**config.mk**
```make
export PLATFORM = sky130hd
export DESIGN_NAME = xoshiro256pp_random_source
export DESIGN_NICKNAME = d
export VERILOG_FILES = /design/src/design/xrs_pkg.sv /design/src/design/xrs_ctrl.sv /design/src/design/xrs_dp.sv /design/src/design/xoshiro256pp_random_source.sv
export SDC_FILE = /design/constraint.sdc
export NUM_CORES = 2
export LEC_CHECK = 0
export BUFFER_PORTS_ARGS = -buffer_cell sky130_fd_sc_hd__buf_2
export CORE_MARGIN = 1
export CORE_UTILIZATION = 35
export CTS_CLUSTER_DIAMETER = 30
export DETAILED_ROUTE_END_ITERATION = 16
export GPL_TIMING_DRIVEN = 0
export PLACE_DENSITY_LB_ADDON = 0.15
export SLEW_MARGIN = 20
export SYNTH_ARGS = -nofsm -noshare
export SYNTH_HDL_FRONTEND = slang
export SYNTH_SLANG_ARGS = --single-unit
```
**constraint.sdc**
```tcl
create_clock -name clock -period 12.08 [get_ports clock]
set_input_delay 2.416 -clock clock [delete_from_list [all_inputs] [get_ports clock]]
set_output_delay 2.416 -clock clock [all_outputs]
set_load 0.005 [all_outputs]
```
**src/design/xrs_pkg.sv**
```systemverilog
// xrs_pkg: shared types and constants for the xoshiro256++ random source.
// Request/response payloads, reseed phase codes, controller command/status.
// No dependencies.
package xrs_pkg;

   localparam logic [63:0] SM_GAMMA = 64'h9e37_79b9_7f4a_7c15;
   localparam logic [63:0] SM_MUL1  = 64'hbf58_476d_1ce4_e5b9;
   localparam logic [63:0] SM_MUL2  = 64'h94d0_49bb_1331_11eb;

   localparam int unsigned SM_SH1     = 30;
   localparam int unsigned SM_SH2     = 27;
   localparam int unsigned SM_SH3     = 31;
   localparam int unsigned XO_SHIFT   = 17;
   localparam int unsigned FRAC_SHIFT = 11;
   localparam int unsigned FRAC_W     = 64 - FRAC_SHIFT;

   localparam logic ACT_RESEED = 1'b0;
   localparam logic ACT_DRAW   = 1'b1;

   typedef struct packed {
      logic        action;
      logic [63:0] seed;
   } req_type;

   typedef struct packed {
      logic              drew;
      logic [63:0]       value;
      logic [FRAC_W-1:0] fraction;
   } rsp_type;

   // splitmix64 steps for one generator word
   typedef enum logic [3:0] {
      PH_ADD,
      PH_M1A,
      PH_M1B,
      PH_M1C,
      PH_X2,
      PH_M2A,
      PH_M2B,
      PH_M2C,
      PH_STORE
   } phase_type;

   typedef struct packed {
      logic      load_out;
      logic      draw;
      logic      load_seed;
      logic      zero_seed;
      logic      run;
      phase_type phase;
      logic [1:0] word;
   } cmd_type;

   typedef struct packed {
      logic rsp_full;
   } sts_type;

   // 64-bit rotates by fixed amounts
   function automatic logic [63:0] rotl23(input logic [63:0] v);
      return {v[40:0], v[63:41]};
   endfunction

   function automatic logic [63:0] rotl45(input logic [63:0] v);
      return {v[18:0], v[63:19]};
   endfunction

endpackage

```
**src/design/xrs_ctrl.sv**
```systemverilog
// xrs_ctrl: controller for the random source.
// Sequences the reseed (splitmix64) steps and gates request acceptance.
// Depends on xrs_pkg.
module xrs_ctrl (
   input  logic              clock,
   input  logic              reset,
   input  logic              req_valid,
   input  logic              req_action,
   input  logic              rsp_stall,
   input  xrs_pkg::sts_type  sts,
   output logic              req_stall,
   output xrs_pkg::cmd_type  cmd
);

   typedef enum logic [1:0] {
      ST_BOOT,
      ST_IDLE,
      ST_MIX
   } state_type;

   state_type          state_ff, state_in;
   xrs_pkg::phase_type phase_ff, phase_in;
   logic [1:0]         word_ff, word_in;
   logic               ready;
   logic               accept;

   always_comb begin
      ready     = (state_ff == ST_IDLE) && (!sts.rsp_full || !rsp_stall);
      accept    = req_valid && ready;
      req_stall = !ready;

      cmd.load_out  = accept;
      cmd.draw      = accept && (req_action == xrs_pkg::ACT_DRAW);
      cmd.load_seed = (accept && (req_action == xrs_pkg::ACT_RESEED)) ||
                      (state_ff == ST_BOOT);
      cmd.zero_seed = (state_ff == ST_BOOT);
      cmd.run       = (state_ff == ST_MIX);
      cmd.phase     = phase_ff;
      cmd.word      = word_ff;

      state_in = state_ff;
      phase_in = phase_ff;
      word_in  = word_ff;
      unique case (state_ff)
         ST_BOOT: begin
            state_in = ST_MIX;
            phase_in = xrs_pkg::PH_ADD;
            word_in  = 2'd0;
         end
         ST_IDLE: begin
            if (accept && (req_action == xrs_pkg::ACT_RESEED)) begin
               state_in = ST_MIX;
               phase_in = xrs_pkg::PH_ADD;
               word_in  = 2'd0;
            end
         end
         ST_MIX: begin
            if (phase_ff == xrs_pkg::PH_STORE) begin
               phase_in = xrs_pkg::PH_ADD;
               word_in  = word_ff + 2'd1;
               if (word_ff == 2'd3) begin
                  state_in = ST_IDLE;
               end
            end else begin
               phase_in = xrs_pkg::phase_type'(phase_ff + 4'd1);
            end
         end
         default: state_in = ST_BOOT;
      endcase
   end

   always_ff @(posedge clock) begin
      if (reset) begin
         state_ff <= ST_BOOT;
         phase_ff <= xrs_pkg::PH_ADD;
         word_ff  <= 2'd0;
      end else begin
         state_ff <= state_in;
         phase_ff <= phase_in;
         word_ff  <= word_in;
      end
   end

endmodule

```
**src/design/xrs_dp.sv**
```systemverilog
// xrs_dp: datapath for the random source.
// Generator words, xoshiro256++ draw logic, splitmix64 mixer with a shared
// 32x32 multiplier, and the response register. Depends on xrs_pkg.
module xrs_dp (
   input  logic              clock,
   input  logic              reset,
   input  xrs_pkg::cmd_type  cmd,
   input  logic [63:0]       req_seed,
   input  logic              rsp_stall,
   output logic              rsp_valid,
   output xrs_pkg::rsp_type  rsp_payload,
   output xrs_pkg::sts_type  sts
);

   logic [63:0]      words_ff [4];
   logic [63:0]      ctr_ff, ctr_in;
   logic [63:0]      z_ff, z_in;
   logic [63:0]      acc_ff, acc_in;
   logic             rsp_valid_ff, rsp_valid_in;
   xrs_pkg::rsp_type rsp_ff, rsp_in;

   logic [63:0] draw_out;
   logic [63:0] t2, t3;
   logic [63:0] n0, n1, n2, n3;
   logic [63:0] gamma_sum;
   logic [63:0] mconst;
   logic [31:0] mul_a, mul_b;
   logic [63:0] prod;
   logic [63:0] mixed;

   // xoshiro256++ output and next state
   always_comb begin
      draw_out = xrs_pkg::rotl23(words_ff[0] + words_ff[3]) + words_ff[0];
      t2 = words_ff[2] ^ words_ff[0];
      t3 = words_ff[3] ^ words_ff[1];
      n0 = words_ff[0] ^ t3;
      n1 = words_ff[1] ^ t2;
      n2 = t2 ^ (words_ff[1] << xrs_pkg::XO_SHIFT);
      n3 = xrs_pkg::rotl45(t3);
   end

   // splitmix64 step logic
   always_comb begin
      gamma_sum = ctr_ff + xrs_pkg::SM_GAMMA;
      mixed     = acc_ff ^ (acc_ff >> xrs_pkg::SM_SH3);

      case (cmd.phase) inside
         xrs_pkg::PH_M2A, xrs_pkg::PH_M2B, xrs_pkg::PH_M2C: mconst = xrs_pkg::SM_MUL2;
         default:                                           mconst = xrs_pkg::SM_MUL1;
      endcase

      case (cmd.phase) inside
         xrs_pkg::PH_M1B, xrs_pkg::PH_M2B: begin
            mul_a = z_ff[31:0];
            mul_b = mconst[63:32];
         end
         xrs_pkg::PH_M1C, xrs_pkg::PH_M2C: begin
            mul_a = z_ff[63:32];
            mul_b = mconst[31:0];
         end
         default: begin
            mul_a = z_ff[31:0];
            mul_b = mconst[31:0];
         end
      endcase
      prod = {32'd0, mul_a} * {32'd0, mul_b};

      ctr_in = ctr_ff;
      z_in   = z_ff;
      acc_in = acc_ff;
      if (cmd.load_seed) begin
         ctr_in = cmd.zero_seed ? 64'd0 : req_seed;
      end else if (cmd.run) begin
         case (cmd.phase) inside
            xrs_pkg::PH_ADD: begin
               ctr_in = gamma_sum;
               z_in   = gamma_sum ^ (gamma_sum >> xrs_pkg::SM_SH1);
            end
            xrs_pkg::PH_M1A, xrs_pkg::PH_M2A: acc_in = prod;
            xrs_pkg::PH_M1B, xrs_pkg::PH_M2B, xrs_pkg::PH_M1C, xrs_pkg::PH_M2C: begin
               acc_in = acc_ff + {prod[31:0], 32'd0};
            end
            xrs_pkg::PH_X2: z_in = acc_ff ^ (acc_ff >> xrs_pkg::SM_SH2);
            default: ;
         endcase
      end
   end

   // response register
   always_comb begin
      rsp_valid_in = rsp_valid_ff;
      rsp_in       = rsp_ff;
      if (cmd.load_out) begin
         rsp_valid_in    = 1'b1;
         rsp_in.drew     = cmd.draw;
         rsp_in.value    = cmd.draw ? draw_out : 64'd0;
         rsp_in.fraction = cmd.draw ? draw_out[63:xrs_pkg::FRAC_SHIFT] : '0;
      end else if (!rsp_stall) begin
         rsp_valid_in = 1'b0;
      end
   end

   always_ff @(posedge clock) begin
      if (reset) begin
         rsp_valid_ff <= 1'b0;
      end else begin
         rsp_valid_ff <= rsp_valid_in;
      end
   end

   always_ff @(posedge clock) begin
      rsp_ff <= rsp_in;
      ctr_ff <= ctr_in;
      z_ff   <= z_in;
      acc_ff <= acc_in;
      if (cmd.draw) begin
         words_ff[0] <= n0;
         words_ff[1] <= n1;
         words_ff[2] <= n2;
         words_ff[3] <= n3;
      end else if (cmd.run && (cmd.phase == xrs_pkg::PH_STORE)) begin
         words_ff[cmd.word] <= mixed;
      end
   end

   assign rsp_valid    = rsp_valid_ff;
   assign rsp_payload  = rsp_ff;
   assign sts.rsp_full = rsp_valid_ff;

endmodule

```
**src/design/xoshiro256pp_random_source.sv**
```systemverilog
// xoshiro256++ random source: one response per request, from a response register.
// The response is registered: rsp_valid rises in the cycle after the request is taken.
// Draws: one per cycle unless a held response is stalled. Reseed: the four-word
// splitmix64 fill runs 9 steps per word on a shared 32x32 multiplier; requests stall
// until it ends. Reset: the same fill with seed 0 runs first; requests stall meanwhile.
// Depends on xrs_pkg, xrs_ctrl, xrs_dp.
module xoshiro256pp_random_source (
   input  logic              clock,
   input  logic              reset,
   input  logic              req_valid,
   output logic              req_stall,
   input  xrs_pkg::req_type  req_payload,
   output logic              rsp_valid,
   input  logic              rsp_stall,
   output xrs_pkg::rsp_type  rsp_payload
);

   xrs_pkg::cmd_type cmd;
   xrs_pkg::sts_type sts;

   xrs_ctrl u_ctrl (
      .clock      (clock),
      .reset      (reset),
      .req_valid  (req_valid),
      .req_action (req_payload.action),
      .rsp_stall  (rsp_stall),
      .sts        (sts),
      .req_stall  (req_stall),
      .cmd        (cmd)
   );

   xrs_dp u_dp (
      .clock       (clock),
      .reset       (reset),
      .cmd         (cmd),
      .req_seed    (req_payload.seed),
      .rsp_stall   (rsp_stall),
      .rsp_valid   (rsp_valid),
      .rsp_payload (rsp_payload),
      .sts         (sts)
   );

   a_busy_stalls: assert property (@(posedge clock) disable iff (reset)
      cmd.run |-> req_stall)
      else $error("request taken during reseed");

   a_no_overwrite: assert property (@(posedge clock) disable iff (reset)
      (req_valid && !req_stall) |-> (!rsp_valid || !rsp_stall))
      else $error("request taken while response held");

   a_rsp_follows: assert property (@(posedge clock) disable iff (reset)
      (req_valid && !req_stall) |=> rsp_valid)
      else $error("no response after request");

   a_fraction: assert property (@(posedge clock) disable iff (reset)
      rsp_valid |-> (rsp_payload.fraction == rsp_payload.value[63:11]))
      else $error("fraction does not match value");

endmodule

```
Word-level counts from Yosys, hierarchy flattened --
Memories as Yosys holds them, arrays and structs flattened. Index checks and enable logic that the tools add are counted.
Word-level totals: bits in registers 319, RAM bits 256, memories kept 1, word-level logic and storage cells 109
Memories:
- u_dp.words_ff | words 4, width 64, rd ports 4, clocked after memory_dff 0, wr ports 4, line xrs_dp.sv:15 | logic [63:0] words_ff [4];
Operators by class: add/subtract/negate cells 6, multiplexer cells 34, multipliers 1, reductions and logical operators 29, equality and inequality tests 17, bitwise gates (word level) 11
Operators by type and width (number):
- 2-to-1 mux 64 bit | 11
- bitwise XOR 64 bit | 5
- adder 64 bit | 3
- 2-to-1 mux 32 bit | 3
- adder 64 bit, second input constant | 1
- multiplier 32 x 32 -> 64 bit | 1
- OR reduction 64 bit | 1
- bitwise XOR 64 x 33 -> 64 bit | 1
- bitwise XOR 64 x 34 -> 64 bit | 1
- bitwise XOR 64 x 37 -> 64 bit | 1
- 2-to-1 mux 62 bit | 1
- == test 4 x 3 -> 1 bit, second input constant | 4
- 2-to-1 mux 2 bit | 6
- case mux 2 bit (3 select lines) | 2
- case mux 4 bit (3 select lines) | 1
- == test 4 x 2 -> 1 bit, second input constant | 2
- 2-to-1 mux 1 bit | 8
- 2-to-1 mux 4 bit | 2
- nonzero test 2 bit | 4
- inequality test 2 x 1 -> 1 bit, second input constant | 3
- inequality test 2 bit, second input constant | 3
- AND reduction 3 bit | 2
- OR reduction 2 bit | 3
- logical AND 1 bit | 5
- other kinds (17) | 24

Logic depth before layout (Yosys ltp) --
word-level depth 9, depth in mapped cells 49, mapped depth without buffers 44

Hierarchy --
Synthesis repeated with hierarchy kept, for this count alone.
Unflattened totals: cells, all modules 6662, area total of the unflattened synthesis 64460.6 sq um
Modules (own cells, without submodules):
- xrs_dp | cells an instance 6602, times used 1, area each 63947.6 sq um
- xrs_ctrl | cells an instance 60, times used 1, area each 513.0 sq um

Worst setup path before layout --
Ideal clock, no wire load.
kind reg2reg, start point register u_ctrl.phase_ff[0], end point register u_dp.acc_ff[59] (data pin), cell stages (with the launch flop) 45, path buffers 8, setup time 0.271 ns, clock period less this slack 10.614 ns, arrival 10.344 ns, setup slack 1.466 ns, path through dfxtp_1 > inv_1 > ha_1 > nand2b_1 > clkbuf_1 > inv_1 > o31a_1 > clkbuf_1 > inv_1 > clkbuf_1 > clkbuf_1 > ha_1 > inv_1 > clkbuf_1 > clkbuf_1 > a21oi_1 > fa_1 > fa_1 > (+9 left out) > inv_1 > ha_1 > clkbuf_1 > a21o_1 > a31o_2 > nor2_1 > xnor2_1 > ha_1 > clkbuf_1 > a21oi_1 > inv_1 > a2111oi_0 > o21ai_0 > a31oi_1 > o21ai_0 > a31oi_1 > xor2_1 > a21oi_1
Between the ends: cells in the longest elaborated chain, start to end 8, elaborated cells between the ends (all ways) 18, classes of those cells 1 x add/sub; 1 x mul; 6 x eq/ne; 6 x mux; 4 x reduce/logical
Ends and longest elaborated chain:
- from (decl) | line xrs_ctrl.sv:22 | xrs_pkg::phase_type phase_ff, phase_in;
- from (signal assigned) | line xrs_ctrl.sv:75 | phase_ff <= xrs_pkg::PH_ADD;
- from (signal assigned) | line xrs_ctrl.sv:79 | phase_ff <= phase_in;
- == test 4 x 3 -> 1 bit (no source line) / == test 4 x 2 -> 1 bit (equally long branches)
- OR reduction 3 bit / OR reduction 2 bit (equally long branches) | line xrs_dp.sv:47, xrs_dp.sv:52
- 2-to-1 mux 62 bit / 2-to-1 mux 32 bit (equally long branches) | line xrs_dp.sv:47, xrs_dp.sv:52
- 2-to-1 mux 32 bit | line xrs_dp.sv:52 | case (cmd.phase) inside
- multiplier 32 x 32 -> 64 bit | line xrs_dp.sv:66 | prod = {32'd0, mul_a} * {32'd0, mul_b};
- adder 64 bit | line xrs_dp.sv:81 | acc_in = acc_ff + {prod[31:0], 32'd0};
- 2-to-1 mux 64 bit | line xrs_dp.sv:74 | case (cmd.phase) inside
- 2-to-1 mux 64 bit * | line xrs_dp.sv:74
- to (signal assigned) | line xrs_dp.sv:115 | acc_ff <= acc_in;
- to (decl) | line xrs_dp.sv:18 | logic [63:0] acc_ff, acc_in;
Every way passes the cells marked *; elsewhere a longest branch is shown, timed or not. The select of a mux whose other input is x is not followed. A chain may end at the register's enable or synchronous reset.

Worst setup path after layout --
start point register u_ctrl.phase_ff[0], end point register u_dp.acc_ff[54] (data pin)
The elaborated chain is that of the path after synthesis.

==> metrics.csv <==
metric;value;unit
type of the most critical hold path;flop to flop;
largest cells by area after synthesis;fa_1 26%, edfxtp_1 24%, ha_1 9.6%;
most common cell after layout, fill and taps aside;inv_1;
slowest cell on the critical path;mux2i_1;
area delta synth->final;14.1;%
Core Footprint;0.183;sq mm
post-route insts no fill;9674;
synth unique cells;96;
Total GRT Usage;0.289;
Fin. Hold Viols;0;
Crit Path Category;flop to flop;
GRT met1 Usage;0.366;
layout cells sized above 1;0.0866;
Placed Cells;9432;
clk_lat worst skew;0.75;ns
first-pass GRT wire length;383;mm
largest net degree at the start of global routing;61;
final instance area;0.0738;sq mm
ys flop type;edfxtp_1;
sequential fraction of the synthesis area;0.241;
DRT antenna net count;0;
placed wire-length estimate;229;mm
Starting DRT DRC Count;4980;
cell taking the most area after synthesis;fa_1;
routed len/inst;28.0;um
outcome;finished, final reports clean;
Post-synth EDFFs;513;
hold path start;u_ctrl.phase_ff[0];
crit path from;u_ctrl.phase_ff[0];
Residual DRC;0;
Clock Skew;0.0336;ns
worst r2r src;u_ctrl.phase_ff[0];
RSZ-0062 raised after global routing;yes;
highest fanout seen on the critical path;10;
port bufs;187;
final global-route overflow total;0;
CTS Hold Bufs;0;
routed via count;51400;
maximum root-to-sink buffer count;3;
FP Rows;157;
main combinational cell family by area after synthesis;adder cells;
fmax;0.0849;GHz
Die W;432;um
CP peak stage delay;0.89;ns
most frequent cells in the layout;1040 x inv_1, 827 x fa_1, 607 x nor2_1;
mux cell area share after synthesis;0.00644;
drt first pass iters;6;
syn avg cell area;9.57;sq um
GPL Wtd Cong;0.985;
gate count after technology mapping;6761;
#FFs+latches synth;522;
Synth warnings;0;
clk slew on worst S/H paths;0.04;ns
clk root buf;clkbuf_16;
via density per instance;5.32;
CTS tree;yes;
element type at the critical path end;flop;
most frequent CP cell;fa_1;
Max-slew headroom;0.159;
starting density of the core;0.353;
Compound-Gate Fraction of Synth Area;0.114;
Worst Tran Pin Value;1.26;ns
nets;8499;
Worst Path Arrival;12.21;ns
Hold Slack;0.592;ns
Synth Area in Adders;0.352;
Boundary Pins;189;
Sink Count;522;
placed cell areas;0.0692;sq mm
met2 Usage GRT;0.474;
die area;0.187;sq mm
number of fillers in the final layout;18500;
M3 GR Usage;0.0388;
Syn Nets;8156;
CTS buffer count;130;
DRT Wirelength;271;mm
top cell type's share of synthesized area;0.256;
global route hottest layer;met2;
CP Launch Type;flop;
# H-tree levels;4;
synthesized area;0.0647;sq mm
Worst EP required;12.52;ns
initial antenna violation count;4;
final worst path period share;0.975;
number of global-route vias before repair;52800;
Simple-Gate Fraction of Synth Area;0.110;
Max Slew Vio Count;0;
Post-Synth XOR/XNOR Area;0.0946;
fraction of registers with async set/reset;0;
Die Y;432;um
minimum clock period;11.77;ns
max cap viols;0;
setup violators final;0;
==> worst max-delay path: cells and delay by family (launching register included) <==
kind | cells | cell delay [ns]
fa+ha+maj | 10 | 4.73
compound gates | 7 | 2.12
buf+inv | 5 | 1.60
simple gates | 5 | 1.45
mux | 1 | 0.89
flops | 1 | 0.42
xor+xnor | 1 | 0.22
==> Yosys cell counts (all sizes together) (137+ instances only) <==
| library cell | instances |
|---|---|
| xnor2 | 337 |
| nor2 | 616 |
| inv | 1051 |
| o21ai | 339 |
| clkbuf | 220 |
| a21o | 137 |
| edfxtp | 513 |
| xor2 | 361 |
| a21oi | 436 |
| fa | 827 |
| ha | 499 |
| nand2 | 559 |
==> path summary, 6_finish.rpt <==
kind / slack [ns] / depth (start not counted) / end
max: 0.31 / 29 / u_dp.acc_ff[54]
min: 0.59 / 2 / u_ctrl.phase_ff[0]
max reg2reg: 0.31 / 29 / u_dp.acc_ff[54]
min reg2reg: 0.59 / 2 / u_ctrl.phase_ff[0]
==> timing repair <==
action | in CTS | in global routing
gates resized for setup | 51 | 40
setup endpoints to repair | 48 | 10
buffers inserted | 7 | 0
==> routing by layer <==
layer / part of all wire / vias to the layer above
li1: - / 22800
met1: 0.40 / 26000
met2: 0.47 / 2188
met3: 0.061 / 505
met4: 0.066 / 2
met5: 0.000026 / -
==> state kept, by name, summed over array words and instances, names as in the netlist <==
register / count
u_dp.acc_ff: 64
u_dp.rsp_payload: 65
u_ctrl.phase_ff: 4
u_dp.words_ff: 256
u_dp.rsp_valid: 1
u_dp.ctr_ff: 64
u_dp.z_ff: 64
u_ctrl.state_ff: 2
u_ctrl.word_ff: 2
==> cell type report <==
class / instances / area [sq um] / area share
well taps: 2464 / 3080 / 0.0418
multi-input cells: 4883 / 44100 / 0.597
flip-flops and latches: 522 / 15600 / 0.211
plain buffers: 296 / 1400 / 0.0189
inverters: 1057 / 4010 / 0.0542
repair buffers: 214 / 1350 / 0.0182
clock buffers: 152 / 3370 / 0.0456
clock inverters: 83 / 972 / 0.0132
diodes: 3 / 7.51 / 0.000102
==> logic make-up after synthesis <==
logic type / after synthesis
adders and majority gates: 1326
muxes: 39
AOI/OAI and AO/OA: 1205
and+or+nand+nor: 1615
xor gates and xnor gates: 698
buffers and inverters: 1356
DFF: 522
==> through the flow <==
stage	utilization	TNS [ns]	setup WS (ns)
2_1_floorplan	-	0	1.47
3_3_place_gp	0.375	-149.81	-3.73
3_5_place_dp	0.377	-83.74	-2.88
4_1_cts	0.402	0	0.0228
6_report	0.403	0	0.307
5_1_grt	0.403	-0.0318	-0.0318
Power is not shown: default switching activity piles up to over one toggle a cycle in this logic, so the estimate is an artifact.
